**src/rtl/core/dldg_pkg.sv**
```systemverilog
// Shared types, constants and the CRC-16 step for the dynamic label group parser.
// No dependencies; every other file in this block but dldg_ram imports it.
package dldg_pkg;

   localparam int BYTE_W    = 8;
   localparam int SEG_DEPTH = 16;
   localparam int SEG_AW    = $clog2(SEG_DEPTH);
   localparam int NUM_BANKS = 2;
   localparam int BANK_W    = $clog2(NUM_BANKS);
   localparam int RAM_DEPTH = NUM_BANKS * SEG_DEPTH;
   localparam int RAM_AW    = $clog2(RAM_DEPTH);
   localparam int QUEUE_DEPTH = 2;
   localparam int QUEUE_AW    = $clog2(QUEUE_DEPTH);

   // result kinds
   localparam logic [1:0] KIND_LABEL    = 2'd0;
   localparam logic [1:0] KIND_CLEAR    = 2'd1;
   localparam logic [1:0] KIND_CRC_FAIL = 2'd2;

   // first header byte
   localparam int HDR_TOGGLE_BIT = 7;
   localparam int HDR_FIRST_BIT  = 6;
   localparam int HDR_LAST_BIT   = 5;
   localparam int HDR_CMD_BIT    = 4;
   localparam logic [3:0] CMD_CLEAR = 4'b0000;

   // group length is two header bytes plus two CRC bytes, plus data for a label
   localparam logic [4:0] GROUP_OVERHEAD = 5'd4;
   localparam logic [4:0] HDR_LEN        = 5'd2;

   localparam logic [15:0] CRC_INIT = 16'hFFFF;
   localparam logic [15:0] CRC_POLY = 16'h1021;

   typedef struct packed {
      logic [7:0] data_byte;
      logic       group_start;
   } req_type;

   typedef struct packed {
      logic [1:0] kind;
      logic [2:0] segment_number;
      logic [3:0] charset;
      logic       first_segment;
      logic       last_segment;
      logic       new_label;
      logic [3:0] byte_offset;
      logic [7:0] label_byte;
      logic       last_of_run;
   } rsp_type;

   // one finished group, handed from the front to the back
   typedef struct packed {
      logic [1:0]        kind;
      logic [2:0]        segment_number;
      logic [3:0]        charset;
      logic              first_segment;
      logic              last_segment;
      logic              new_label;
      logic [SEG_AW-1:0] count_m1;
      logic [BANK_W-1:0] bank;
   } job_type;

   typedef struct packed {
      logic              valid;
      logic [BANK_W-1:0] bank;
   } bank_free_type;

   // CCITT CRC-16, MSB first, one byte
   function automatic logic [15:0] crc_feed(input logic [15:0] crc, input logic [7:0] b);
      logic [15:0] c;
      c = crc ^ {b, 8'h00};
      for (int i = 0; i < 8; i++) begin
         c = c[15] ? ({c[14:0], 1'b0} ^ CRC_POLY) : {c[14:0], 1'b0};
      end
      return c;
   endfunction

endpackage

```
**src/rtl/core/dldg_ram.sv**
```systemverilog
// Generic single-write, single-read RAM with registered read data.
// No package dependencies.
module dldg_ram #(
   parameter int WIDTH = 8,
   parameter int DEPTH = 32
) (
   input  logic                     clock,
   input  logic                     wr_en,
   input  logic [$clog2(DEPTH)-1:0] wr_addr,
   input  logic [WIDTH-1:0]         wr_data,
   input  logic                     rd_en,
   input  logic [$clog2(DEPTH)-1:0] rd_addr,
   output logic [WIDTH-1:0]         rd_data
);

   logic [WIDTH-1:0] mem_ff [DEPTH];
   logic [WIDTH-1:0] rd_data_ff;

   always_ff @(posedge clock) begin
      if (wr_en) begin
         mem_ff[wr_addr] <= wr_data;
      end
      if (rd_en) begin
         rd_data_ff <= mem_ff[rd_addr];
      end
   end

   assign rd_data = rd_data_ff;

endmodule

```
**src/rtl/core/dldg_front.sv**
```systemverilog
// Front end: takes X-PAD bytes, parses header, runs the CRC, writes label data
// into the segment RAM and queues a job per finished label, clear or CRC-failed group. Uses dldg_pkg.
module dldg_front (
   input  logic                          clock,
   input  logic                          reset,
   input  logic                          req_valid,
   output logic                          req_stall,
   input  dldg_pkg::req_type             req_data,
   output logic                          push_valid,
   output dldg_pkg::job_type             push_job,
   input  logic                          q_full,
   input  dldg_pkg::bank_free_type       bank_free,
   output logic                          wr_en,
   output logic [dldg_pkg::RAM_AW-1:0]   wr_addr,
   output logic [7:0]                    wr_data
);
   import dldg_pkg::*;

   localparam logic [1:0] PH_WAIT   = 2'd0;
   localparam logic [1:0] PH_HEADER = 2'd1;
   localparam logic [1:0] PH_DATA   = 2'd2;

   logic [1:0]           phase_ff, phase_in;
   logic [4:0]           br_ff, br_in;
   logic [4:0]           breq_ff, breq_in;
   logic [7:0]           hdr0_ff, hdr0_in;
   logic [7:0]           hdr1_ff, hdr1_in;
   logic [15:0]          trailer_ff, trailer_in;
   logic [15:0]          crc_ff, crc_in;
   logic                 toggle_ff, toggle_in;
   logic                 pending_ff, pending_in;
   logic [BANK_W-1:0]    wbank_ff, wbank_in;
   logic [NUM_BANKS-1:0] busy_ff, busy_in;

   logic        accept;
   logic        start;
   logic [7:0]  b;
   logic [1:0]  ph_eff;
   logic [4:0]  br_eff;
   logic [4:0]  br_inc;
   logic [4:0]  data_idx;
   logic [15:0] crc_eff;
   logic [15:0] crc_fed;
   logic [15:0] trailer_new;
   logic        crc_ok;

   assign req_stall = q_full || busy_ff[wbank_ff];
   assign accept    = req_valid && !req_stall;
   assign start     = req_data.group_start;
   assign b         = req_data.data_byte;

   // a start byte restarts the group before it is parsed as the first header byte
   assign ph_eff      = start ? PH_HEADER : phase_ff;
   assign br_eff      = start ? 5'd0 : br_ff;
   assign crc_eff     = start ? CRC_INIT : crc_ff;
   assign br_inc      = br_eff + 5'd1;
   assign data_idx    = br_ff - HDR_LEN;
   assign crc_fed     = crc_feed(crc_eff, b);
   assign trailer_new = {trailer_ff[7:0], b};
   assign crc_ok      = (~crc_ff) == trailer_new;

   assign wr_addr = {wbank_ff, data_idx[SEG_AW-1:0]};
   assign wr_data = b;

   always_comb begin
      phase_in   = phase_ff;
      br_in      = br_ff;
      breq_in    = breq_ff;
      hdr0_in    = hdr0_ff;
      hdr1_in    = hdr1_ff;
      trailer_in = trailer_ff;
      crc_in     = crc_ff;
      toggle_in  = toggle_ff;
      pending_in = pending_ff;
      wbank_in   = wbank_ff;
      busy_in    = busy_ff;
      wr_en      = 1'b0;
      push_valid = 1'b0;
      push_job   = '0;

      if (bank_free.valid) begin
         busy_in[bank_free.bank] = 1'b0;
      end

      if (accept) begin
         if (start) begin
            phase_in   = PH_HEADER;
            br_in      = 5'd0;
            breq_in    = GROUP_OVERHEAD;
            trailer_in = '0;
            crc_in     = CRC_INIT;
         end
         unique case (ph_eff)
            PH_HEADER: begin
               if (br_eff[0] == 1'b0) begin
                  hdr0_in = b;
               end else begin
                  hdr1_in = b;
               end
               crc_in = crc_fed;
               br_in  = br_inc;
               if (br_inc >= HDR_LEN) begin
                  phase_in = PH_DATA;
                  if (hdr0_ff[HDR_CMD_BIT]) begin
                     breq_in = GROUP_OVERHEAD;
                  end else begin
                     breq_in = GROUP_OVERHEAD + 5'd1 + {1'b0, hdr0_ff[3:0]};
                     if (toggle_ff != hdr0_ff[HDR_TOGGLE_BIT]) begin
                        toggle_in  = hdr0_ff[HDR_TOGGLE_BIT];
                        pending_in = 1'b1;
                     end
                  end
               end
            end
            PH_DATA: begin
               if (br_ff + HDR_LEN < breq_ff) begin
                  wr_en  = 1'b1;
                  crc_in = crc_fed;
               end else begin
                  trailer_in = trailer_new;
               end
               br_in = br_inc;
               if (br_inc >= breq_ff) begin
                  // group done: classify and hand off
                  phase_in   = PH_WAIT;
                  br_in      = 5'd0;
                  breq_in    = GROUP_OVERHEAD;
                  trailer_in = '0;
                  crc_in     = CRC_INIT;
                  if (!crc_ok) begin
                     push_valid    = 1'b1;
                     push_job.kind = KIND_CRC_FAIL;
                  end else if (hdr0_ff[HDR_CMD_BIT]) begin
                     if (hdr0_ff[3:0] == CMD_CLEAR) begin
                        push_valid    = 1'b1;
                        push_job.kind = KIND_CLEAR;
                     end
                  end else begin
                     push_valid              = 1'b1;
                     push_job.kind           = KIND_LABEL;
                     push_job.first_segment  = hdr0_ff[HDR_FIRST_BIT];
                     push_job.last_segment   = hdr0_ff[HDR_LAST_BIT];
                     push_job.segment_number = hdr0_ff[HDR_FIRST_BIT] ? 3'd0 : hdr1_ff[6:4];
                     push_job.charset        = hdr0_ff[HDR_FIRST_BIT] ? hdr1_ff[7:4] : 4'd0;
                     push_job.new_label      = pending_ff;
                     push_job.count_m1       = hdr0_ff[SEG_AW-1:0];
                     push_job.bank           = wbank_ff;
                     busy_in[wbank_ff]       = 1'b1;
                     wbank_in                = wbank_ff + 1'b1;
                     pending_in              = 1'b0;
                  end
               end
            end
            default: begin
            end
         endcase
      end
   end

   always_ff @(posedge clock) begin
      if (reset) begin
         phase_ff   <= PH_WAIT;
         br_ff      <= 5'd0;
         breq_ff    <= GROUP_OVERHEAD;
         trailer_ff <= '0;
         crc_ff     <= CRC_INIT;
         toggle_ff  <= 1'b0;
         pending_ff <= 1'b0;
         wbank_ff   <= '0;
         busy_ff    <= '0;
      end else begin
         phase_ff   <= phase_in;
         br_ff      <= br_in;
         breq_ff    <= breq_in;
         trailer_ff <= trailer_in;
         crc_ff     <= crc_in;
         toggle_ff  <= toggle_in;
         pending_ff <= pending_in;
         wbank_ff   <= wbank_in;
         busy_ff    <= busy_in;
      end
      hdr0_ff <= hdr0_in;
      hdr1_ff <= hdr1_in;
   end

endmodule

```
**src/rtl/core/dldg_queue.sv**
```systemverilog
// Two-entry job queue between the parser front end and the result sequencer.
// Uses dldg_pkg.
module dldg_queue (
   input  logic              clock,
   input  logic              reset,
   input  logic              push_valid,
   input  dldg_pkg::job_type push_job,
   input  logic              pop,
   output dldg_pkg::job_type head,
   output logic              full,
   output logic              empty
);
   import dldg_pkg::*;

   job_type             mem_ff [QUEUE_DEPTH];
   logic [QUEUE_AW-1:0] wptr_ff, wptr_in;
   logic [QUEUE_AW-1:0] rptr_ff, rptr_in;
   logic [QUEUE_AW:0]   count_ff, count_in;
   logic                do_push;
   logic                do_pop;

   assign full    = count_ff == QUEUE_AW'(QUEUE_DEPTH - 1) + (QUEUE_AW + 1)'(1);
   assign empty   = count_ff == '0;
   assign do_push = push_valid && !full;
   assign do_pop  = pop && !empty;
   assign head    = mem_ff[rptr_ff];

   always_comb begin
      wptr_in  = do_push ? wptr_ff + 1'b1 : wptr_ff;
      rptr_in  = do_pop ? rptr_ff + 1'b1 : rptr_ff;
      count_in = count_ff;
      if (do_push && !do_pop) begin
         count_in = count_ff + 1'b1;
      end else if (do_pop && !do_push) begin
         count_in = count_ff - 1'b1;
      end
   end

   always_ff @(posedge clock) begin
      if (reset) begin
         wptr_ff  <= '0;
         rptr_ff  <= '0;
         count_ff <= '0;
      end else begin
         wptr_ff  <= wptr_in;
         rptr_ff  <= rptr_in;
         count_ff <= count_in;
      end
      if (do_push) begin
         mem_ff[wptr_ff] <= push_job;
      end
   end

endmodule

```
**src/rtl/core/dldg_back.sv**
```systemverilog
// Back end: pops jobs, reads label bytes from the segment RAM and drives the
// registered result channel. Uses dldg_pkg.
module dldg_back (
   input  logic                        clock,
   input  logic                        reset,
   input  dldg_pkg::job_type           head,
   input  logic                        q_empty,
   output logic                        pop,
   output logic                        rd_en,
   output logic [dldg_pkg::RAM_AW-1:0] rd_addr,
   input  logic [7:0]                  rd_data,
   output dldg_pkg::bank_free_type     bank_free,
   output logic                        rsp_valid,
   input  logic                        rsp_stall,
   output dldg_pkg::rsp_type           rsp_data
);
   import dldg_pkg::*;

   localparam logic [1:0] ST_IDLE = 2'd0;
   localparam logic [1:0] ST_READ = 2'd1;
   localparam logic [1:0] ST_LOAD = 2'd2;
   localparam logic [1:0] ST_SEND = 2'd3;

   logic [1:0]        state_ff, state_in;
   job_type           job_ff, job_in;
   logic [SEG_AW-1:0] idx_ff, idx_in;
   logic              rsp_valid_ff, rsp_valid_in;
   rsp_type           rsp_ff, rsp_in;

   assign rd_addr   = {job_ff.bank, idx_ff};
   assign rsp_valid = rsp_valid_ff;
   assign rsp_data  = rsp_ff;

   always_comb begin
      state_in     = state_ff;
      job_in       = job_ff;
      idx_in       = idx_ff;
      rsp_valid_in = rsp_valid_ff;
      rsp_in       = rsp_ff;
      pop          = 1'b0;
      rd_en        = 1'b0;
      bank_free    = '0;

      unique case (state_ff)
         ST_IDLE: begin
            if (!q_empty) begin
               pop    = 1'b1;
               job_in = head;
               idx_in = '0;
               if (head.kind == KIND_LABEL) begin
                  state_in = ST_READ;
               end else begin
                  rsp_in             = '0;
                  rsp_in.kind        = head.kind;
                  rsp_in.last_of_run = 1'b1;
                  rsp_valid_in       = 1'b1;
                  state_in           = ST_SEND;
               end
            end
         end
         ST_READ: begin
            rd_en    = 1'b1;
            state_in = ST_LOAD;
         end
         ST_LOAD: begin
            rsp_in.kind           = KIND_LABEL;
            rsp_in.segment_number = job_ff.segment_number;
            rsp_in.charset        = job_ff.charset;
            rsp_in.first_segment  = job_ff.first_segment;
            rsp_in.last_segment   = job_ff.last_segment;
            rsp_in.new_label      = job_ff.new_label;
            rsp_in.byte_offset    = idx_ff;
            rsp_in.label_byte     = rd_data;
            rsp_in.last_of_run    = idx_ff == job_ff.count_m1;
            rsp_valid_in          = 1'b1;
            state_in              = ST_SEND;
         end
         ST_SEND: begin
            if (!rsp_stall) begin
               rsp_valid_in = 1'b0;
               if (job_ff.kind == KIND_LABEL && idx_ff != job_ff.count_m1) begin
                  idx_in   = idx_ff + 1'b1;
                  state_in = ST_READ;
               end else begin
                  state_in = ST_IDLE;
                  if (job_ff.kind == KIND_LABEL) begin
                     // last byte gone: hand the bank back to the front end
                     bank_free.valid = 1'b1;
                     bank_free.bank  = job_ff.bank;
                  end
               end
            end
         end
         default: begin
            state_in = ST_IDLE;
         end
      endcase
   end

   always_ff @(posedge clock) begin
      if (reset) begin
         state_ff     <= ST_IDLE;
         rsp_valid_ff <= 1'b0;
      end else begin
         state_ff     <= state_in;
         rsp_valid_ff <= rsp_valid_in;
      end
      job_ff <= job_in;
      idx_ff <= idx_in;
      rsp_ff <= rsp_in;
   end

endmodule

```
**src/rtl/core/dab_dynamic_label_group_parser_unit.sv**
```systemverilog
// Dynamic label data group parser: one X-PAD byte per cycle enters while a free segment bank
// and a queue slot exist. A group's last byte queues its job; the sequencer registers a command or
// CRC failure result straight from the queue head, while each label byte is paced by the
// sequencer's read, load and send steps on the registered RAM port, and by rsp_stall.
// Two segment banks and a two-job queue let the next group arrive while results drain.
// Reset is synchronous and active high; no memory clearing pass is needed.
module dab_dynamic_label_group_parser_unit (
   input  logic              clock,
   input  logic              reset,
   input  logic              req_valid,
   output logic              req_stall,
   input  dldg_pkg::req_type req_data,
   output logic              rsp_valid,
   input  logic              rsp_stall,
   output dldg_pkg::rsp_type rsp_data
);
   import dldg_pkg::*;

   job_type             push_job;
   logic                push_valid;
   job_type             head;
   logic                q_full;
   logic                q_empty;
   logic                pop;
   bank_free_type       bank_free;
   logic                wr_en;
   logic [RAM_AW-1:0]   wr_addr;
   logic [7:0]          wr_data;
   logic                rd_en;
   logic [RAM_AW-1:0]   rd_addr;
   logic [7:0]          rd_data;

   dldg_front u_front (
      .clock      (clock),
      .reset      (reset),
      .req_valid  (req_valid),
      .req_stall  (req_stall),
      .req_data   (req_data),
      .push_valid (push_valid),
      .push_job   (push_job),
      .q_full     (q_full),
      .bank_free  (bank_free),
      .wr_en      (wr_en),
      .wr_addr    (wr_addr),
      .wr_data    (wr_data)
   );

   dldg_queue u_queue (
      .clock      (clock),
      .reset      (reset),
      .push_valid (push_valid),
      .push_job   (push_job),
      .pop        (pop),
      .head       (head),
      .full       (q_full),
      .empty      (q_empty)
   );

   dldg_ram #(
      .WIDTH (BYTE_W),
      .DEPTH (RAM_DEPTH)
   ) u_seg_ram (
      .clock   (clock),
      .wr_en   (wr_en),
      .wr_addr (wr_addr),
      .wr_data (wr_data),
      .rd_en   (rd_en),
      .rd_addr (rd_addr),
      .rd_data (rd_data)
   );

   dldg_back u_back (
      .clock     (clock),
      .reset     (reset),
      .head      (head),
      .q_empty   (q_empty),
      .pop       (pop),
      .rd_en     (rd_en),
      .rd_addr   (rd_addr),
      .rd_data   (rd_data),
      .bank_free (bank_free),
      .rsp_valid (rsp_valid),
      .rsp_stall (rsp_stall),
      .rsp_data  (rsp_data)
   );

`ifndef SYNTHESIS
   a_no_push_when_full: assert property (@(posedge clock) disable iff (reset)
      push_valid |-> !q_full)
      else $error("job pushed into a full queue");

   a_no_pop_when_empty: assert property (@(posedge clock) disable iff (reset)
      pop |-> !q_empty)
      else $error("job popped from an empty queue");

   a_status_single: assert property (@(posedge clock) disable iff (reset)
      rsp_valid && rsp_data.kind != KIND_LABEL |-> rsp_data.last_of_run)
      else $error("command or CRC status result not marked last of run");

   a_label_push_after_write: assert property (@(posedge clock) disable iff (reset)
      push_valid && push_job.kind == KIND_LABEL |=> !(wr_en && wr_addr[RAM_AW-1] ==
         push_job.bank && $past(push_valid)) || $past(push_job.bank) != push_job.bank)
      else $error("segment bank written right after it was handed off");
`endif

endmodule

```
**config.mk**
```make
export PLATFORM = sky130hd
export DESIGN_NAME = dab_dynamic_label_group_parser_unit
export DESIGN_NICKNAME = d
export VERILOG_FILES = /design/src/rtl/core/dldg_pkg.sv /design/src/rtl/core/dldg_ram.sv /design/src/rtl/core/dldg_front.sv /design/src/rtl/core/dldg_queue.sv /design/src/rtl/core/dldg_back.sv /design/src/rtl/core/dab_dynamic_label_group_parser_unit.sv
export SDC_FILE = /design/constraint.sdc
export NUM_CORES = 1
export LEC_CHECK = 0
export BUFFER_PORTS_ARGS = -buffer_cell sky130_fd_sc_hd__clkbuf_2
export CAP_MARGIN = 0
export CORE_MARGIN = 2
export CORE_UTILIZATION = 31
export CTS_CLUSTER_DIAMETER = 40
export CTS_CLUSTER_SIZE = 14
export DETAILED_ROUTE_END_ITERATION = 7
export GPL_TIMING_DRIVEN = 0
export PLACE_DENSITY = 0.48
export SLEW_MARGIN = 20
export SYNTH_ARGS = -nofsm -noshare
export SYNTH_HDL_FRONTEND = slang
export SYNTH_SLANG_ARGS = --single-unit
```
**constraint.sdc**
```tcl
create_clock -name clock -period 3.7 [get_ports clock]
set_input_delay 0.185 -clock clock [delete_from_list [all_inputs] [get_ports clock]]
set_output_delay 0.185 -clock clock [all_outputs]
set_load 0.03 [all_outputs]
```
==> results of run 1 <==
==> per-layer routing <==
layer | GRT usage (%) | part of all wire [%] | up-vias
li1 | - | - | 4384
met1 | 19.3 | 44 | 4866
met2 | 25.0 | 49 | 208
met3 | 2.33 | 4.3 | 75
met4 | 5.19 | 2.5 | 0
met5 | 0 | 0 | -
==> synth_stat cells, types with 4 or more instances <==
library cell	instances	area [µm²]
sky130_fd_sc_hd__and3_1	6	37.5
sky130_fd_sc_hd__nor2_1	100	375
sky130_fd_sc_hd__nor3_1	7	35.0
sky130_fd_sc_hd__xnor2_1	35	307
sky130_fd_sc_hd__buf_2	15	75.1
sky130_fd_sc_hd__nand2_1	67	251
sky130_fd_sc_hd__a31oi_1	6	37.5
sky130_fd_sc_hd__inv_1	23	86.3
sky130_fd_sc_hd__o21a_1	13	97.6
sky130_fd_sc_hd__a22oi_1	11	82.6
sky130_fd_sc_hd__ha_1	22	275
sky130_fd_sc_hd__edfxtp_1	356	10700
sky130_fd_sc_hd__o2111ai_1	8	70.1
sky130_fd_sc_hd__a211oi_1	4	30.0
sky130_fd_sc_hd__dfxtp_1	49	981
sky130_fd_sc_hd__nor2_2	8	50.1
sky130_fd_sc_hd__buf_1	6	22.5
sky130_fd_sc_hd__mux2i_1	5	50.1
sky130_fd_sc_hd__clkbuf_1	33	124
sky130_fd_sc_hd__a21oi_1	24	120
sky130_fd_sc_hd__mux4_2	80	1800
sky130_fd_sc_hd__mux2_2	19	214
sky130_fd_sc_hd__xor2_1	35	307
sky130_fd_sc_hd__o21ai_0	36	180
sky130_fd_sc_hd__nor2b_1	11	68.8
sky130_fd_sc_hd__and2_1	35	219
sky130_fd_sc_hd__nand4_1	11	68.8
sky130_fd_sc_hd__nand3_1	12	60.1
==> power by group through the flow <==
stage | Combinational (W) | Sequential [W] | Clock, W
CTS | 0.00376 | 0.00562 | 0.00501
finish | 0.00370 | 0.00561 | 0.00489
floorplan | 0.00229 | 0.00593 | 0
global placement | 0.00373 | 0.00572 | 0
global route | 0.00399 | 0.00565 | 0.00519
detailed placement | 0.00375 | 0.00571 | 0
==> logic make-up after synthesis <==
logic type	share of synthesized area [%]
AO/OA/AOI/OAI	4.83
XOR/XNOR	3.95
adder cells (fa/ha/maj)	1.60
buffers and inverters	2.05
flip-flops	67.7
multiplexers	12.1
AND/OR/NAND/NOR	7.81
==> worst max-delay path: cells and delay by family, from the launching register on <==
| kind | cells | cell delay (ns) |
|---|---|---|
| AO/OA/AOI/OAI | 2 | 0.46 |
| flip-flops | 1 | 0.33 |
| adder cells (fa/ha/maj) | 2 | 0.74 |
| buffers and inverters | 3 | 0.60 |
| AND/OR/NAND/NOR | 3 | 0.97 |
==> state kept, by name (all words and copies together) (netlist names), 2 cells and up, named ones only <==
signal and cells:
u_back.job_ff 16, u_back.idx_ff 4, u_front.br_ff 5, u_queue.mem_ff 34
u_back.state_ff 2, u_front.phase_ff 2, u_front.crc_ff 16, u_front.busy_ff 2
u_seg_ram.rd_data 8, u_front.hdr0_ff 8, u_front.hdr1_ff 4, u_queue.count_ff 2
u_seg_ram.mem_ff 256, u_back.rsp_data 25, u_front.breq_ff 5, u_front.trailer_ff 8
==> worst max path at each step <==
stage,from,end,slack [ns],cells after the start
after CTS,u_front.br_ff[1],u_seg_ram.mem_ff[17][2],-0.20,10
after floorplan,req_data[0],u_queue.mem_ff[0][0],0.29,11
after global routing,u_front.br_ff[0],u_queue.count_ff[1],0.03,11
after global placement,req_data[0],u_queue.mem_ff[0][8],-1.34,12
after detailed placement,req_data[0],u_queue.mem_ff[1][8],-0.94,13
final,u_front.br_ff[1],u_seg_ram.mem_ff[12][6],0.21,10
==> stage by stage <==
step	worst slack [ns]	area [µm²]	power [W]	hold slack, ns	utilization, %
after floorplan	0.288	17200	0.00822	0.284	-
after global placement	-1.34	18400	0.00945	0.465	33.3
after detailed placement	-0.936	18400	0.00946	0.473	33.4
after CTS	-0.201	20300	0.0144	0.0324	36.9
after global routing	0.0278	20400	0.0148	0.0935	37.0
final	0.213	20400	0.0142	0.0649	37.0
==> area by class of cell <==
| cell class | instances | area (µm²) | area share [%] |
|---|---|---|---|
| Sequential cell | 405 | 11700 | 57.2 |
| Multi-Input combinational cell | 603 | 5480 | 26.9 |
| Clock buffer | 54 | 1290 | 6.31 |
| Tap cell | 748 | 936 | 4.59 |
| Clock inverter | 39 | 397 | 1.94 |
| Timing Repair Buffer | 46 | 277 | 1.36 |
| Buffer | 58 | 265 | 1.30 |
| Inverter | 24 | 90.1 | 0.442 |
==> what timing repair did <==
item	CTS	global route
setup endpoints to repair	221	295
resized for setup	53	18
buffers inserted	4	0
pin swaps	3	0
==> metrics list, run 1 <==
- Slowest cell on the critical path: sky130_fd_sc_hd__or4_1
- Pint: roughly 0.0097 W
- Clock tree synthesis found a total of 405 sinks.
- Startpoint types: register
* Dpl hpwl: 27,300 µm
- Net switching is between 30% and 40% of the power.
- Largest net degree at the start of global routing: 37
- Via count of the first global-routing pass: a little under 10,000
* Wire length of the first global-routing pass: around 62,000 µm
- The analysis attributes to cell leakage a power of slightly below 7 nW.
- CP most frequent cell: sky130_fd_sc_hd__ha_1
- In the synthesized netlist, the number of instances is 1,091.
- Floorplan row count: 86
- I/O Buffers: 39
- Setup repair after global routing left no endpoint under its margin.
- The congestion estimate from routability-driven global placement came to 0.807.
- Effective utilization at floorplan: between 30% and 40%
- Area of the core: between 50,000 and 60,000 µm²
- At the pin with the least slew margin, the transition time is approximately 1 ns.
- Measured against its own limit, the worst slew margin works out to around a third.
- Number of iterations in the first detailed-routing pass: 5
- Counting along the longest clock path gives a buffer depth of 3.
* DRC violation count after routing: 0
* X dimension of the die: approximately 240 µm
- Commonest non-fill, non-tap cell in the layout: sky130_fd_sc_hd__edfxtp_1
- Clock latency on the worst-skew pair: 0.59 ns
* Nets: approximately 1,200
- The startpoint identified for the worst hold timing path is req_valid.
- Logic depth of the worst register-to-register path: 10
* Max rail drop VDD: roughly 0.33 mV
- Clock transition time at the flip-flop clock pins of the worst setup and hold paths: roughly 0.06 ns
- In this design, the stage delay of the slowest critical-path cell is 0.45 ns.
- Of the cells placed in the final design, the portion with a size suffix greater than 1 is about 25%.
- Across the run, the number of max-cap violations was 0.
* Critical setup path kind: reg -> reg
- Using the TritonRoute via totals, the vias-per-cell ratio works out to a little under 5.
* Total congestion overflow: 0
- Of all flip-flops after synthesis, the portion carrying an async set or reset was 0%.
* Number of buffers inserted during clock tree synthesis: between 50 and 60
- TritonCTS built the clock tree.
* Time the worst path needs with I/O delays and setup: between 3 and 4 ns
* Cell-by-cell trace of the critical path: clkbuf_2 > inv_1 > ha_1 > ha_1 > o211ai_1 > nor2_1 > o31a_1 > or4_1 > buf_6 > nor2_2
* Synth unique cells: 64
- The analysis attributes to net switching a power of 0.00446 W.
- 0 antenna diodes ended up in the layout.
- Height of the die: between 200 and 250 µm
* Fillers: about 5,300
- Flip-flop and latch count after synthesis: 405
- Combinational logic is responsible for between 20% and 30% of the overall power.
- CTS placed an instance of sky130_fd_sc_hd__clkbuf_16 at the clock tree root.
* Warnings from Yosys: 0
- Power per cell area: between 600 and 700 nW/µm²
- For the final routed database, the setup TNS stands at 0 ns.
* CP Max Fanout: 10
- The path with the worst hold slack has its endpoint at u_front.crc_ff[12].
- The die covers approximately 58,000 µm².
* Primary flip-flop cell chosen by synthesis mapping: sky130_fd_sc_hd__edfxtp_1
- The detailed router finished its first iteration with a little under 600 violations.
- The final hold violation count was 0.
* Hold crit path type: in -> reg
- Count of placed standard cells including taps: 1,881
* Required time of the critical path: approximately 4 ns
- Across all register-to-register paths, the minimum setup slack is about 0.21 ns.
- 40 I/O pins were placed.
* Number of endpoints failing setup at the final stage: 0
- After clock tree synthesis, the flow added hold-fix buffers numbering 0.
* Run status: finished, final reports clean
- The final count of pins violating max slew was 0.
- STA puts the critical path data arrival time at 3.71 ns.
- Overall via count from detail_route: around 9,500
* Sum of routed wire length over all layers: ~42,000 µm
- In the final routed layout, each cell accounts on average for approximately 21 µm.
- Mean cell area of the mapped netlist: approximately 16 µm²
- Post-Synthesis Net Count: around 1,100
* Most frequent cells in the layout: sky130_fd_sc_hd__edfxtp_1 (356), sky130_fd_sc_hd__mux4_2 (80), sky130_fd_sc_hd__nor2_1 (74), sky130_fd_sc_hd__nand2_1 (66), sky130_fd_sc_hd__clkbuf_16 (51)
- Sequential share of the synthesized area: approximately 68%
- The worst setup path is captured at a register.
- Count of nets left with antenna violations after detail routing: 0
- Static timing analysis puts the maximum clock frequency at between 200 and 300 MHz.
* Number of cells on the worst hold path: 4
- Synthesized cell area: approximately 17,000 µm²
- Area growth from synthesis to layout: 18.3%
- The synthesized design contains ~360 enable-type register cells.
- R2R Path End: u_seg_ram.mem_ff[12][6]
- Total global routing track utilization: ~15%
- Sequential cell fraction of total power: about two fifths
- Portion of the clock cycle consumed by the worst path in the final layout: 94.2%
* Initial antenna violation count: 1
- The clock network is responsible for between 30% and 40% of the overall power.
- Between clock sinks in the finished design, the worst skew comes to 0.0155 ns.
- Leaving out filler cells and counting taps, the final layout contains roughly 2,000.
- In this run the critical register-to-register path is launched from u_front.br_ff[1].
- CTS H-tree depth: 2
(Power assumes the default switching activity.)
==> run 2: changes to the inputs <==
Settings changed: BUFFER_PORTS_ARGS -buffer_cell sky130_fd_sc_hd__clkbuf_2 to unset, CORE_MARGIN 2 to unset, DONT_BUFFER_PORTS set to 1.
Clock period 3.7 ns to 3.4 ns, I/O delays scaled along.
==> run 2 against run 1 <==
Net effect: combinational power is 3% lower; critical endpoint is now u_seg_ram.mem_ff[12][1]; utilization is 1.4 points higher; clock-buffer cell count is 1 higher.
==> metrics list, run 2 (synthesis results as in run 1) <==
- The count of vias placed by the detailed router came to 9,695 (+1.7%).
- The post-place setup slack was -1.12 ns (-0.189 ns).
- The via density per instance is 4.87 (+0.93%).
- Time the worst path needs with I/O delays and setup: 3.28 ns (-0.208 ns)
* Final setup margin: 0.121 ns (-0.0920 ns)
* Effective utilization at floorplan: 31.4% (+0.061 points)
- Number of buffers inserted during clock tree synthesis: 51 (unchanged)
* Power per cell area: 734 nW/µm² (+5.5%)
* Fraction of layout instances using a drive strength above 1: 25.3% (+0.058 points)
- In this run the worst hold path is classified as in -> reg.
* Clock latency on the worst-skew pair: 0.60 ns (about the same)
- Walking the worst path, the cells encountered are clkbuf_4 > inv_1 > ha_1 > ha_1 > o211ai_1 > nor2_1 > o31a_1 > or4_1 > buf_6 > nor2_4.
- Largest delay share family, worst path: simple AND/OR/NAND/NOR gates
- Total congestion overflow: 0 (unchanged)
- Sink Count: 405 (unchanged)
* Sum of routed wire length over all layers: 43,000 µm (+3.1%)
* Worst slew margin relative to its limit: 38.6% (+4.2 points)
* Slowest cell on the critical path: sky130_fd_sc_hd__or4_1
- Endpoint class of the critical path: register
* Startpoint types: register
- Run status: finished, final reports clean
- Switching fraction of total power: 31.1% (-0.39 points)
* Largest register by flop count: u_seg_ram.mem_ff
* Number of endpoints failing setup at the final stage: 0 (unchanged)
- The switching power is 0.00482 W (+8.0%).
- The area growth from synthesis to layout is 22.6%.
- Clock share of power: 35.6% (+1.2 points)
* Cell chosen for the clock root: sky130_fd_sc_hd__clkbuf_16
* Number of iterations in the first detailed-routing pass: 5 (unchanged)
* Max rail drop VDD: 0.367 mV (+11%)
- Peak per-stage delay on the critical path: 0.46 ns (about the same)
- The total internal power is 0.0107 W (+10%).
- TritonCTS built the clock tree.
- The wire length per cell is 21.6 µm (+2.3%).
- Height of the die: 238 µm (-0.83%)
- The combinational group share of total power came to 23.0% (-3.0 points).
- The area of the core is 55,000 µm² (-0.20%).
* Via count of the first global-routing pass: 9,927 (+0.58%)
- Critical setup path kind: reg -> reg
- Max FFs per register: 256 (unchanged)
- The part of the cycle the worst path needs was 96.4% (+2.2 points).
* Final Hold Fails: 0 (unchanged)
- Die Area: 56,600 µm² (-1.7%)
- Initial antenna violation count: 2 (+1)
- CTS H-tree depth: 2 (unchanged)
* Most frequent cells in the layout: sky130_fd_sc_hd__edfxtp_1 (356), sky130_fd_sc_hd__mux4_2 (80), sky130_fd_sc_hd__nor2_1 (74), sky130_fd_sc_hd__nand2_1 (66), sky130_fd_sc_hd__clkbuf_16 (52)
- Max-slew violation count: 0 (unchanged)
- The post-route DRC violation count came to 0 (unchanged).
- Clock Skews: 0.0172 ns (+0.00169 ns)
* I/O Buffers: 0 (-100%)
- Count of nets left with antenna violations after detail routing: 0 (unchanged)
* Sequential cell fraction of total power: 41.4% (+1.9 points)
- Clock transition time at the flip-flop clock pins of the worst setup and hold paths: 0.06 ns (about the same)
- The global-route usage over all layers came to 15.5% (+0.73 points).
- # IOs: 40 (unchanged)
- Pin slew with the least headroom to its limit: 0.920 ns (-0.0623 ns)
- The first-pass GRT wire length is 64,400 µm (+3.1%).
- Routability-driven placement congestion ratio: 0.803 (-0.56%)
- Floorplan row count: 86 (unchanged)
- The total leakage power came to 7.03 nW (+3.6%).
- Arrival time reported for the critical path endpoint: 3.55 ns (-0.16 ns)
* X dimension of the die: 238 µm (-0.83%)
* Required time of the critical path: 3.67 ns (-0.25 ns)
- Dpl hpwl: 26,900 µm (-1.5%)
- Maximum clock path buffer count: 3 (unchanged)
* Total power: 0.0155 W (+9.4%)
- Commonest non-fill, non-tap cell in the layout: sky130_fd_sc_hd__edfxtp_1
- CP Max Fanout: 10 (unchanged)
- CP most frequent cell: sky130_fd_sc_hd__ha_1
- DR iter-0 viols: 597 (+0.67%)
- Largest net degree at the start of global routing: 36 (-2.7%)
* Worst Path Buf+Inv: 3 (unchanged)
- Nets: 1,234 (+0.82%)
* Fmax: 305 MHz (+6.3%)
* Number of maximum-capacitance constraint violations: 0 (unchanged)
run 2: cell types whose count changed in the layout (fill, tap and decap cells not counted), moves of 6 or more:
cell	change
sky130_fd_sc_hd__clkinv_4	-6
sky130_fd_sc_hd__clkbuf_2	-38
sky130_fd_sc_hd__buf_12	+35
sky130_fd_sc_hd__dlygate4sd3_1	+11
sky130_fd_sc_hd__inv_6	+7
run 2: final timing paths:
kind / cells after the start / from / to / slack (ns)
worst min register to register: 2 / u_front.trailer_ff[0] / u_front.trailer_ff[0] / 0.47
worst max-delay path: 10 / u_front.br_ff[1] / u_seg_ram.mem_ff[12][1] / 0.12
worst min-delay path: 4 / req_data[0] / u_front.crc_ff[15] / 0.03
worst max register to register: 10 / u_front.br_ff[1] / u_seg_ram.mem_ff[12][1] / 0.12
run 2: power groups by stage:
stage | Sequential, W | Clock (W) | Combinational (W)
3_3_place_gp | 0.00654 | 0 | 0.00349
2_1_floorplan | 0.00646 | 0 | 0.00249
3_5_place_dp | 0.00653 | 0 | 0.00353
6_report | 0.00642 | 0.00552 | 0.00358
5_1_grt | 0.00647 | 0.00585 | 0.00389
4_1_cts | 0.00643 | 0.00564 | 0.00364
run 2: per-layer routing:
layer	part of all wire (%)	wire length (µm)	global-route usage [%]
met4	2.1	909	4.11
met3	3.9	1690	2.44
met5	0	0	0
met2	50	21300	26.3
met1	44	19100	20.6
run 2: layout make-up:
| type | instances | area, µm² |
|---|---|---|
| Inverter | 24 | 90.1 |
| Clock inverter | 41 | 435 |
| Sequential cell | 405 | 11700 |
| Multi-Input combinational cell | 603 | 5490 |
| Timing Repair Buffer | 56 | 915 |
| Fill cell | 5082 | 33800 |
| Tap cell | 748 | 936 |
| Clock buffer | 55 | 1320 |
| Antenna cell | 2 | 5.00 |
| Buffer | 58 | 277 |
run 2: metrics by stage:
stage          setup TNS [ns]  cell area [µm²]  std cells  util (%)  hold WS [ns]
3_3_place_gp          -230.42            18200       1839      33.1         0.272
3_5_place_dp          -192.42            18200       1842      33.1         0.272
6_report                    0            21100       1992      38.5        0.0340
2_1_floorplan               0            17200       1091         -         0.269
5_1_grt             -0.000652            21100       1990      38.4        0.0380
4_1_cts                     0            20800       1973      37.9       0.00502
run 2: tightest hold or removal path, cell delays in order:
cell	delay, ns
sky130_fd_sc_hd__nor2_1	0.04
sky130_fd_sc_hd__o22ai_1	0.11
sky130_fd_sc_hd__a22oi_1	0.10
sky130_fd_sc_hd__a31oi_1	0.16
run 2: repair_timing:
action                     in CTS  in global routing
hold endpoints to repair      286                  0
hold buffers                   19                  0
buffers inserted               17                 17
setup endpoints to repair     327                286
resized for setup              68                 11
pin swaps                      15                 14
cloned                          0                  0
